File: config.mk
export PLATFORM = sky130hd
export DESIGN_NAME = bitmap_next_fit_allocator
export DESIGN_NICKNAME = d
export VERILOG_FILES = /design/src/rtl/core/bnfa_pkg.sv /design/src/rtl/core/bnfa_ram.sv /design/src/rtl/core/bnfa_ctrl.sv /design/src/rtl/core/bnfa_dp.sv /design/src/rtl/core/bitmap_next_fit_allocator.sv
export SDC_FILE = /design/constraint.sdc
export NUM_CORES = 2
export LEC_CHECK = 0
export BUFFER_PORTS_ARGS = -buffer_cell sky130_fd_sc_hd__buf_2
export CAP_MARGIN = 20
export CELL_PAD_IN_SITES_DETAIL_PLACEMENT = 1
export CELL_PAD_IN_SITES_GLOBAL_PLACEMENT = 2
export CORE_MARGIN = 4
export CORE_UTILIZATION = 41
export CTS_CLUSTER_SIZE = 14
export DETAILED_ROUTE_END_ITERATION = 10
export PLACE_DENSITY = 0.76
export REMOVE_ABC_BUFFERS = 1
export SLEW_MARGIN = 10
export SYNTH_ARGS = -nofsm -noshare
export SYNTH_HDL_FRONTEND = slang
export SYNTH_SLANG_ARGS = --single-unit
export TNS_END_PERCENT = 20
File: constraint.sdc
create_clock -name clk -period 6.7 [get_ports clk]
set_clock_uncertainty 0.15 [all_clocks]
set_input_delay 0.67 -clock clk [delete_from_list [all_inputs] [get_ports clk]]
set_output_delay 0.67 -clock clk [all_outputs]
set_load 0.01 [all_outputs]
File: src/rtl/core/bnfa_pkg.sv
package bnfa_pkg;

  localparam int ADDR_W            = 48;
  localparam int CNT_W             = 11;
  localparam int CB_W              = 21;
  localparam int STATUS_W          = 2;
  localparam int CFG_IDX_W         = 2;
  localparam int DEFAULT_MAX_CELLS = 1024;

  localparam logic [CB_W-1:0]  CELL_BYTES_RESET   = 21'd4096;
  localparam logic [CNT_W-1:0] CELLS_IN_USE_RESET = 11'd1024;

  localparam logic CMD_ALLOC = 1'b0;
  localparam logic CMD_FREE  = 1'b1;

  localparam logic [STATUS_W-1:0] STATUS_OK           = 2'd0;
  localparam logic [STATUS_W-1:0] STATUS_ALLOC_FAIL   = 2'd1;
  localparam logic [STATUS_W-1:0] STATUS_FREE_CLIPPED = 2'd2;

  localparam logic [CFG_IDX_W-1:0] CFG_REGION_BASE  = 2'd0;
  localparam logic [CFG_IDX_W-1:0] CFG_CELL_BYTES   = 2'd1;
  localparam logic [CFG_IDX_W-1:0] CFG_CELLS_IN_USE = 2'd2;

  typedef struct packed {
    logic              command;
    logic [ADDR_W-1:0] free_address;
    logic [CNT_W-1:0]  cell_count;
  } alloc_req_t;

  typedef struct packed {
    logic [STATUS_W-1:0] status;
    logic [ADDR_W-1:0]   alloc_address;
  } alloc_rsp_t;

  typedef enum logic [3:0] {
    S_CLEAR,
    S_IDLE,
    S_SETUP,
    S_DIV,
    S_FREE_SETUP,
    S_FREE_GO,
    S_CHK_RD,
    S_CHK_EV,
    S_MRK_START,
    S_MRK_RD,
    S_MRK_EV,
    S_MUL,
    S_ADDR,
    S_DONE
  } state_t;

  typedef enum logic [3:0] {
    OP_NONE,
    OP_CLEAR,
    OP_LOAD,
    OP_DIV,
    OP_FREE_SETUP,
    OP_ROW_START,
    OP_CHECK,
    OP_MARK,
    OP_FAIL,
    OP_MUL,
    OP_ADDR
  } dp_op_t;

  typedef struct packed {
    dp_op_t op;
    logic   out_load;
  } ctrl_cmd_t;

  typedef struct packed {
    logic clear_last;
    logic is_free;
    logic reject;
    logic zero_count;
    logic div_last;
    logic free_empty;
    logic row_ok;
    logic row_last;
    logic out_full;
  } dp_status_t;

endpackage

File: src/rtl/core/bnfa_ram.sv
module bnfa_ram #(
  parameter int WIDTH = 32,
  parameter int DEPTH = 32,
  localparam int AW = (DEPTH > 1) ? $clog2(DEPTH) : 1
) (
  input  logic             clk,
  input  logic             we,
  input  logic [AW-1:0]    waddr,
  input  logic [WIDTH-1:0] wdata,
  input  logic [AW-1:0]    raddr,
  output logic [WIDTH-1:0] rdata
);

  logic [WIDTH-1:0] mem [DEPTH];

  always_ff @(posedge clk) begin
    if (we) begin
      mem[waddr] <= wdata;
    end
    rdata <= mem[raddr];
  end

endmodule

File: src/rtl/core/bnfa_ctrl.sv
module bnfa_ctrl import bnfa_pkg::*; (
  input  logic       clk,
  input  logic       rst,
  input  logic       in_valid,
  output logic       in_ready,
  input  logic       out_ready,
  input  dp_status_t st,
  output ctrl_cmd_t  cmd
);

  state_t state;
  state_t state_next;

  always_ff @(posedge clk) begin
    if (rst) begin
      state <= S_CLEAR;
    end else begin
      state <= state_next;
    end
  end

  // next state
  always_comb begin
    state_next = state;
    unique case (state)
      S_CLEAR: begin
        if (st.clear_last) state_next = S_IDLE;
      end
      S_IDLE: begin
        if (in_valid) state_next = S_SETUP;
      end
      S_SETUP: begin
        priority if (st.is_free) state_next = S_DIV;
        else if (st.reject)      state_next = S_DONE;
        else if (st.zero_count)  state_next = S_MUL;
        else                     state_next = S_CHK_RD;
      end
      S_DIV: begin
        if (st.div_last) state_next = S_FREE_SETUP;
      end
      S_FREE_SETUP: state_next = S_FREE_GO;
      S_FREE_GO: begin
        state_next = st.free_empty ? S_DONE : S_MRK_RD;
      end
      S_CHK_RD: state_next = S_CHK_EV;
      S_CHK_EV: begin
        priority if (!st.row_ok) state_next = S_DONE;
        else if (st.row_last)    state_next = S_MRK_START;
        else                     state_next = S_CHK_RD;
      end
      S_MRK_START: state_next = S_MRK_RD;
      S_MRK_RD: state_next = S_MRK_EV;
      S_MRK_EV: begin
        priority if (!st.row_last) state_next = S_MRK_RD;
        else if (st.is_free)       state_next = S_DONE;
        else                       state_next = S_MUL;
      end
      S_MUL:  state_next = S_ADDR;
      S_ADDR: state_next = S_DONE;
      S_DONE: begin
        if (!st.out_full || out_ready) state_next = S_IDLE;
      end
      default: state_next = S_CLEAR;
    endcase
  end

  // outputs
  always_comb begin
    cmd.op       = OP_NONE;
    cmd.out_load = 1'b0;
    in_ready     = 1'b0;
    unique case (state)
      S_CLEAR: cmd.op = OP_CLEAR;
      S_IDLE: begin
        in_ready = 1'b1;
        if (in_valid) cmd.op = OP_LOAD;
      end
      S_SETUP: begin
        priority if (st.is_free) cmd.op = OP_NONE;
        else if (st.reject)      cmd.op = OP_FAIL;
        else if (st.zero_count)  cmd.op = OP_NONE;
        else                     cmd.op = OP_ROW_START;
      end
      S_DIV:        cmd.op = OP_DIV;
      S_FREE_SETUP: cmd.op = OP_FREE_SETUP;
      S_FREE_GO: begin
        if (!st.free_empty) cmd.op = OP_ROW_START;
      end
      S_CHK_RD:    cmd.op = OP_NONE;
      S_CHK_EV:    cmd.op = OP_CHECK;
      S_MRK_START: cmd.op = OP_ROW_START;
      S_MRK_RD:    cmd.op = OP_NONE;
      S_MRK_EV:    cmd.op = OP_MARK;
      S_MUL:       cmd.op = OP_MUL;
      S_ADDR:      cmd.op = OP_ADDR;
      S_DONE: begin
        cmd.out_load = !st.out_full || out_ready;
      end
      default: cmd.op = OP_NONE;
    endcase
  end

endmodule

File: src/rtl/core/bnfa_dp.sv
module bnfa_dp import bnfa_pkg::*; #(
  parameter int MAX_CELLS = DEFAULT_MAX_CELLS
) (
  input  logic                 clk,
  input  logic                 rst,
  input  logic                 cfg_valid,
  output logic                 cfg_ready,
  input  logic [CFG_IDX_W-1:0] cfg_index,
  input  logic [ADDR_W-1:0]    cfg_data,
  input  alloc_req_t           in_data,
  output logic                 out_valid,
  input  logic                 out_ready,
  output alloc_rsp_t           out_data,
  input  ctrl_cmd_t            cmd,
  output dp_status_t           st
);

  localparam int WORD_BITS = (MAX_CELLS >= 32) ? 32 : 8;
  localparam int WB_W      = $clog2(WORD_BITS);
  localparam int ROWS      = (MAX_CELLS + WORD_BITS - 1) / WORD_BITS;
  localparam int ROW_W     = (ROWS > 1) ? $clog2(ROWS) : 1;
  localparam int POS_W     = $clog2(MAX_CELLS);
  localparam int RUN_W     = POS_W + 1;
  localparam int CELL_W    = ROW_W + WB_W;
  localparam int CMP_W     = (CELL_W > RUN_W) ? CELL_W : RUN_W;
  localparam int NUM_W     = (RUN_W > CNT_W) ? RUN_W : CNT_W;
  localparam int SUM_W     = NUM_W + 1;
  localparam int WIDE_W    = ADDR_W + 1;
  localparam int DCNT_W    = $clog2(ADDR_W);
  localparam int PROD_W    = RUN_W + CB_W;

  // configuration registers
  logic [ADDR_W-1:0] region_base;
  logic [CB_W-1:0]   cell_bytes;
  logic [CNT_W-1:0]  cells_in_use;

  // control state
  logic [POS_W-1:0]  next_pos;
  logic [ROW_W-1:0]  clr_row;

  // item payload
  logic              is_free;
  logic              reject;
  logic              zero_count;
  logic              free_empty;
  logic [CNT_W-1:0]  cnt;
  logic [RUN_W-1:0]  lo;
  logic [RUN_W-1:0]  hi;
  logic [ROW_W-1:0]  row_q;
  logic [ROW_W-1:0]  row_last_q;
  logic [ADDR_W-1:0] dd;
  logic [CB_W-1:0]   rem;
  logic [DCNT_W-1:0] div_cnt;
  logic [PROD_W-1:0] prod;
  logic [STATUS_W-1:0] res_status;
  logic [ADDR_W-1:0]   res_addr;

  logic [CB_W-1:0]   cb_eff;
  logic [NUM_W-1:0]  cu;
  logic [NUM_W-1:0]  n_eff;
  logic [SUM_W-1:0]  np_sum;
  logic [POS_W-1:0]  start_sel;
  logic [CB_W:0]     rem_sh;
  logic              div_ge;
  logic [WIDE_W-1:0] pos_end;
  logic [WIDE_W-1:0] n_wide;
  logic              clipped;
  logic [RUN_W-1:0]  last_pos;
  logic [WORD_BITS-1:0] mask;
  logic [WORD_BITS-1:0] rdata;
  logic                 ram_we;
  logic [ROW_W-1:0]     ram_waddr;
  logic [WORD_BITS-1:0] ram_wdata;
  logic [CELL_W-1:0]    cell_idx [WORD_BITS];

  assign cfg_ready = 1'b1;

  assign cb_eff = (cell_bytes == '0) ? CB_W'(1) : cell_bytes;
  assign cu     = NUM_W'(cells_in_use);

  always_comb begin
    priority if (cu == '0)            n_eff = NUM_W'(1);
    else if (cu > NUM_W'(MAX_CELLS))  n_eff = NUM_W'(MAX_CELLS);
    else                              n_eff = cu;
  end

  // next-fit start: wrap to cell 0 when the run would pass the region end
  assign np_sum    = SUM_W'(next_pos) + SUM_W'(in_data.cell_count);
  assign start_sel = (np_sum > SUM_W'(n_eff)) ? '0 : next_pos;

  // restoring divider, one quotient bit per step
  assign rem_sh = {rem, dd[ADDR_W-1]};
  assign div_ge = rem_sh >= {1'b0, cb_eff};

  assign pos_end = {1'b0, dd} + WIDE_W'(cnt);
  assign n_wide  = WIDE_W'(n_eff);
  assign clipped = pos_end > n_wide;

  assign last_pos = hi - RUN_W'(1);

  always_comb begin
    for (int b = 0; b < WORD_BITS; b++) begin
      cell_idx[b] = {row_q, WB_W'(b)};
      mask[b] = (CMP_W'(cell_idx[b]) >= CMP_W'(lo)) && (CMP_W'(cell_idx[b]) < CMP_W'(hi));
    end
  end

  assign st.clear_last = clr_row == ROW_W'(ROWS - 1);
  assign st.is_free    = is_free;
  assign st.reject     = reject;
  assign st.zero_count = zero_count;
  assign st.div_last   = div_cnt == DCNT_W'(ADDR_W - 1);
  assign st.free_empty = free_empty;
  assign st.row_ok     = (rdata & mask) == mask;
  assign st.row_last   = row_q == row_last_q;
  assign st.out_full   = out_valid;

  always_comb begin
    ram_we    = (cmd.op == OP_CLEAR) || (cmd.op == OP_MARK);
    ram_waddr = (cmd.op == OP_CLEAR) ? clr_row : row_q;
    priority if (cmd.op == OP_CLEAR) ram_wdata = '1;
    else if (is_free)                ram_wdata = rdata | mask;
    else                             ram_wdata = rdata & ~mask;
  end

  bnfa_ram #(
    .WIDTH (WORD_BITS),
    .DEPTH (ROWS)
  ) u_map (
    .clk   (clk),
    .we    (ram_we),
    .waddr (ram_waddr),
    .wdata (ram_wdata),
    .raddr (row_q),
    .rdata (rdata)
  );

  always_ff @(posedge clk) begin
    if (rst) begin
      region_base  <= '0;
      cell_bytes   <= CELL_BYTES_RESET;
      cells_in_use <= CELLS_IN_USE_RESET;
      next_pos     <= '0;
      clr_row      <= '0;
      out_valid    <= 1'b0;
    end else begin
      if (cfg_valid) begin
        unique case (cfg_index)
          CFG_REGION_BASE:  region_base  <= cfg_data;
          CFG_CELL_BYTES:   cell_bytes   <= cfg_data[CB_W-1:0];
          CFG_CELLS_IN_USE: cells_in_use <= cfg_data[CNT_W-1:0];
          default: ;
        endcase
      end
      if (cmd.op == OP_CLEAR) begin
        clr_row <= clr_row + ROW_W'(1);
      end
      if (cmd.op == OP_ADDR) begin
        next_pos <= (NUM_W'(hi) == n_eff) ? '0 : POS_W'(hi);
      end
      if (cmd.out_load) begin
        out_valid <= 1'b1;
      end else if (out_ready) begin
        out_valid <= 1'b0;
      end
    end
  end

  always_ff @(posedge clk) begin
    if (cmd.out_load) begin
      out_data.status        <= res_status;
      out_data.alloc_address <= res_addr;
    end
    unique case (cmd.op)
      OP_LOAD: begin
        is_free    <= in_data.command == CMD_FREE;
        cnt        <= in_data.cell_count;
        reject     <= NUM_W'(in_data.cell_count) > n_eff;
        zero_count <= in_data.cell_count == '0;
        lo         <= RUN_W'(start_sel);
        hi         <= RUN_W'(start_sel) + RUN_W'(in_data.cell_count);
        dd         <= in_data.free_address - region_base;
        rem        <= '0;
        div_cnt    <= '0;
        res_status <= STATUS_OK;
        res_addr   <= '0;
      end
      OP_DIV: begin
        rem     <= div_ge ? CB_W'(rem_sh - {1'b0, cb_eff}) : CB_W'(rem_sh);
        dd      <= {dd[ADDR_W-2:0], div_ge};
        div_cnt <= div_cnt + DCNT_W'(1);
      end
      OP_FREE_SETUP: begin
        res_status <= clipped ? STATUS_FREE_CLIPPED : STATUS_OK;
        free_empty <= ({1'b0, dd} >= n_wide) || (cnt == '0);
        lo         <= RUN_W'(dd);
        hi         <= clipped ? RUN_W'(n_eff) : RUN_W'(pos_end);
      end
      OP_ROW_START: begin
        row_q      <= ROW_W'(lo >> WB_W);
        row_last_q <= ROW_W'(last_pos >> WB_W);
      end
      OP_CHECK: begin
        if (!st.row_ok) begin
          res_status <= STATUS_ALLOC_FAIL;
        end else if (!st.row_last) begin
          row_q <= row_q + ROW_W'(1);
        end
      end
      OP_MARK: begin
        if (!st.row_last) begin
          row_q <= row_q + ROW_W'(1);
        end
      end
      OP_FAIL: res_status <= STATUS_ALLOC_FAIL;
      OP_MUL:  prod <= PROD_W'(lo) * PROD_W'(cb_eff);
      OP_ADDR: res_addr <= region_base + ADDR_W'(prod);
      default: ;
    endcase
  end

endmodule

File: src/rtl/core/bitmap_next_fit_allocator.sv
// Next-fit contiguous cell allocator over a free bitmap.
// Request channel (in_valid/in_ready/in_data): one transaction is an allocate
// or a free of cell_count contiguous cells. Response channel
// (out_valid/out_ready/out_data): exactly one transaction per request, in order.
// Config channel (cfg_valid/cfg_ready/cfg_index/cfg_data): always ready; write
// region_base, cell_bytes or cells_in_use only while no request is in flight.
// The bitmap lives in a RAM of 32-cell words (8-cell when MAX_CELLS < 32),
// walked one word at a time. Order of work from accept to response:
//   allocate rejected up front: straight to the response; zero length: address only
//   allocate: check pass, then mark pass, then address
//   free: the 48-step bit-serial divider, then a mark pass
// One request is processed at a time; a new request is taken as soon as the
// previous one has moved to the output register, even while that response
// still waits for out_ready. A stalled response holds the block in its final
// step only when a second response is ready behind it.
// After reset the block sweeps the bitmap RAM to all free, one word per cycle;
// in_ready stays low during the sweep.
module bitmap_next_fit_allocator import bnfa_pkg::*; #(
  parameter int MAX_CELLS = DEFAULT_MAX_CELLS
) (
  input  logic                 clk,
  input  logic                 rst,
  input  logic                 in_valid,
  output logic                 in_ready,
  input  alloc_req_t           in_data,
  output logic                 out_valid,
  input  logic                 out_ready,
  output alloc_rsp_t           out_data,
  input  logic                 cfg_valid,
  output logic                 cfg_ready,
  input  logic [CFG_IDX_W-1:0] cfg_index,
  input  logic [ADDR_W-1:0]    cfg_data
);

  // command and status between sequencer and datapath
  ctrl_cmd_t  cmd;
  dp_status_t st;

  bnfa_ctrl u_ctrl (
    .clk       (clk),
    .rst       (rst),
    .in_valid  (in_valid),
    .in_ready  (in_ready),
    .out_ready (out_ready),
    .st        (st),
    .cmd       (cmd)
  );

  // datapath: config registers, divider, bitmap RAM, result register
  bnfa_dp #(
    .MAX_CELLS (MAX_CELLS)
  ) u_dp (
    .clk       (clk),
    .rst       (rst),
    .cfg_valid (cfg_valid),
    .cfg_ready (cfg_ready),
    .cfg_index (cfg_index),
    .cfg_data  (cfg_data),
    .in_data   (in_data),
    .out_valid (out_valid),
    .out_ready (out_ready),
    .out_data  (out_data),
    .cmd       (cmd),
    .st        (st)
  );

endmodule
==> impl_metrics.ini <==
[status]
status = completed

[route]
final_antenna_net_count = 0
drt_first_pass_iters = 8
wl_per_cell_um = 27.36
via_per_inst = 5.688
drc = 0
dr_total_vias = 44670
drt_iter0_drc = 3908
routed_wl_um = 214900

[worst_setup_path]
endpoint_kind = flop
slowest_stage = fa_1
crit_top_cell = fa_1
crit_chain = nor4_2, and3_1, a31o_2, nand2_1, fa_1, fa_1, inv_1, fa_1, fa_1, inv_1, fa_1, inv_1, ha_1, nand3_1, o21bai_1, a211oi_1, or3_1, a31o_2, a31o_2, nand4_1, nand4bb_1, a21oi_1, xnor2_1
crit_fanout = 4
rr_worst_depth = 23
cp.arrival_ps = 6840
worstSetupPathType = reg2reg
start_kind = flop
path_buf_inv = 3
timing.rr.start = u_dp.cell_bytes[16]
r2r-end = u_dp.prod[30]
rrSetupSlack_ps = 270
cpPeakStageDelay_ps = 550
required_ps = 7100
cp_top_family = adder cells

[power_and_ir_drop]
p_int_w = 0.01600
clock_power_share_pct = 41.7
p_seq_share_pct = 47.8
netSwitchingFraction_pct = 25.38
p_leak_nw = 28.05
p_sw_w = 0.005440
power.density_nw_per_um2 = 264.1
ir_worst_vdd_mv = 0.2728
combPwrFrac_pct = 10.6

[floorplan]
core_um2 = 171700
rows = 152
die_y_um = 423.6
die_w_um = 423.6
ioPinCount = 168
die_area_um2 = 179400
initial_core_util_pct = 41.23

[logic_synthesis]
syn_area_um2 = 70800
synthArstFlopShare_pct = 0
synth_flop_cell = edfxtp_1
netlist_instances = 5124
synth_cell_types = 92
yosys_warnings = 0
ys_seq_area_share_pct = 57.94
synth_edf_count = 1278
syn_area_per_cell_um2 = 13.82
ys_ff_latch = 1410

[timing]
hold_violations = 0
drv_slew = 0
fin_crit_ps = 6432
setup_slack_ps = 268.2
finalSetupViolCount = 0
max_slew_margin_pct = 21.81
min_period_over_period_pct = 96.00
worstMarginPinSlew_ps = 1170
rsz0062_at_grt = true
whs_ps = 62.63
fmax_mhz = 155.5

[cts]
clock_path_buffers = 3
post_cts_buffers = 0
cts_buffers = 154
clock_sinks = 1410
htreeDepth = 4
path_clk_slew_ps = 60
clock-root-buffer = clkbuf_16
cts_tree = yes
clock_latency_ps = 840

[placed_design]
dp_hpwl_um = 143000
gp_congestion = 0.8843
pre_cts_ws_ps = -37.25
io_buffers = 166
dpl_cell_area_um2 = 75290

[cells_and_area]
drive_gt1_share_pct = 17.98
syn_to_final_growth_pct = 14.66
stdcell_area_um2 = 81180
post-route-util_pct = 47.27
final_nets = 5961
layout_commonest_cell = edfxtp_1
final_cell_mix = 1,278 x edfxtp_1, 496 x nand2_1, 363 x inv_1
fillers = 17190

[worst_hold_path]
min-delay-start = in_data[2]
min_path_cells = 1
holdPathEnd = u_dp.cnt[2]
hold_path.class = in2reg

[grt]
grt_max_degree = 145
grtUsageTotal_pct = 23.82
antenna_found_initial = 8
grt_pass1_vias = 47070
grt_overflow_total = 0
grt_pass1_wl_um = 317500

[job]
cap_violations = 0
[layout make-up]
cell class | count | area [um2] | area share [%]
timing repair buffer | 363 | 2616 | 3.223
clock buffer | 197 | 4095 | 5.044
multi-input combinational | 3113 | 27900 | 34.36
clock inverter | 89 | 1275 | 1.571
antenna | 4 | 10.01 | 0.01233
inverter | 367 | 1378 | 1.697
sequential | 1410 | 41020 | 50.53
tap | 2310 | 2890 | 3.560
[power groups by stage]
| stage | logic [W] | registers [W] | clock network (W) |
|---|---|---|---|
| 3_5_place_dp | 0.00223 | 0.0104 | 0 |
| 2_1_floorplan | 0.00128 | 0.0104 | 0 |
| 4_1_cts | 0.00227 | 0.0102 | 0.00912 |
| 6_report | 0.00227 | 0.0102 | 0.00893 |
| 3_3_place_gp | 0.00217 | 0.0104 | 0 |
| 5_1_grt | 0.00247 | 0.0103 | 0.00953 |
[how the worst max path moves through the flow]
stage / start / end / slack, ps / depth (start not counted)
final: u_dp.cell_bytes[16] / u_dp.prod[30] / 270 / 23
after detailed placement: u_dp.cell_bytes[16] / u_dp.prod[31] / -40 / 23
after global placement: u_dp.cell_bytes[16] / u_dp.prod[31] / -4 / 23
after CTS: u_dp.cell_bytes[16] / u_dp.prod[31] / 60 / 23
after floorplan: u_dp.row_q[0] / u_dp.u_map.mem[0][15] / -8850 / 6
after global routing: u_dp.cell_bytes[16] / u_dp.prod[30] / -20 / 25
[per-layer routing]
layer | up-vias | global-route usage [%] | routed length [um]
met5 | - | 0 | 0
met4 | 0 | 7.118 | 6597
met3 | 338 | 3.342 | 11400
met2 | 1373 | 40.54 | 107200
met1 | 23220 | 31.88 | 89740
li1 | 19740 | - | -
[synth_stat cells (27+ instances only)]
cell type     n  area [um2]
o31ai_1      42       315.3
clkbuf_1    196       735.7
inv_1       363        1363
nor3_1       63       315.3
edfxtp_1   1278       38380
mux2_2       36       405.4
nand3_1      85       425.4
fa_1        176        3523
dfxtp_1     132        2643
a21oi_1     268        1341
buf_1        27       101.4
nand2b_1     44       275.3
xnor2_1     108       945.9
nand2_1     497        1866
nor2b_1      36       225.2
mux2i_1      38       380.4
xor2_1       67       586.8
nand4_1      38       237.7
nor2_1      340        1276
and2_1       51       319.1
a21o_1       77       578.1
a211oi_1     37       277.8
o21bai_1     30       225.2
mux4_2      320        7207
ha_1        261        3266
o21ai_0     155       775.7
nor4_1       38       237.7
[what timing repair did]
item	in CTS	in global routing
pin swaps	0	1
resized for setup	1	10
hold buffers	41	0
hold endpoints to repair	45	0
endpoints found under the setup margin	1	8
[logic make-up after synthesis]
logic type,synth area share (%)
muxes,11.29
AOI/OAI and AO/OA,7.389
DFF,57.94
other,0.005296
buffers and inverters,3.229
adders and majority gates,9.589
and+or+nand+nor,8.399
xor gates and xnor gates,2.165
[registers in the layout, indices dropped and copies added (netlist names), 32 cells and up]
name / flops
u_dp.res_addr: 48
u_dp.u_map.rdata: 32
u_dp.dd: 48
u_dp.prod: 32
u_dp.u_map.mem: 1024
u_dp.region_base: 48
u_dp.out_data: 50
[through the flow]
| stage | power (W) | std cells | TNS [ps] |
|---|---|---|---|
| finish | 0.02144 | 7853 | 0 |
| floorplan | 0.01167 | 4890 | - |
| global route | 0.02226 | 7849 | -18.83 |
| global placement | 0.01257 | 7511 | -3.527 |
| detailed placement | 0.01265 | 7519 | -37.25 |
| CTS | 0.02162 | 7846 | 0 |
(Power assumes the default switching activity.)
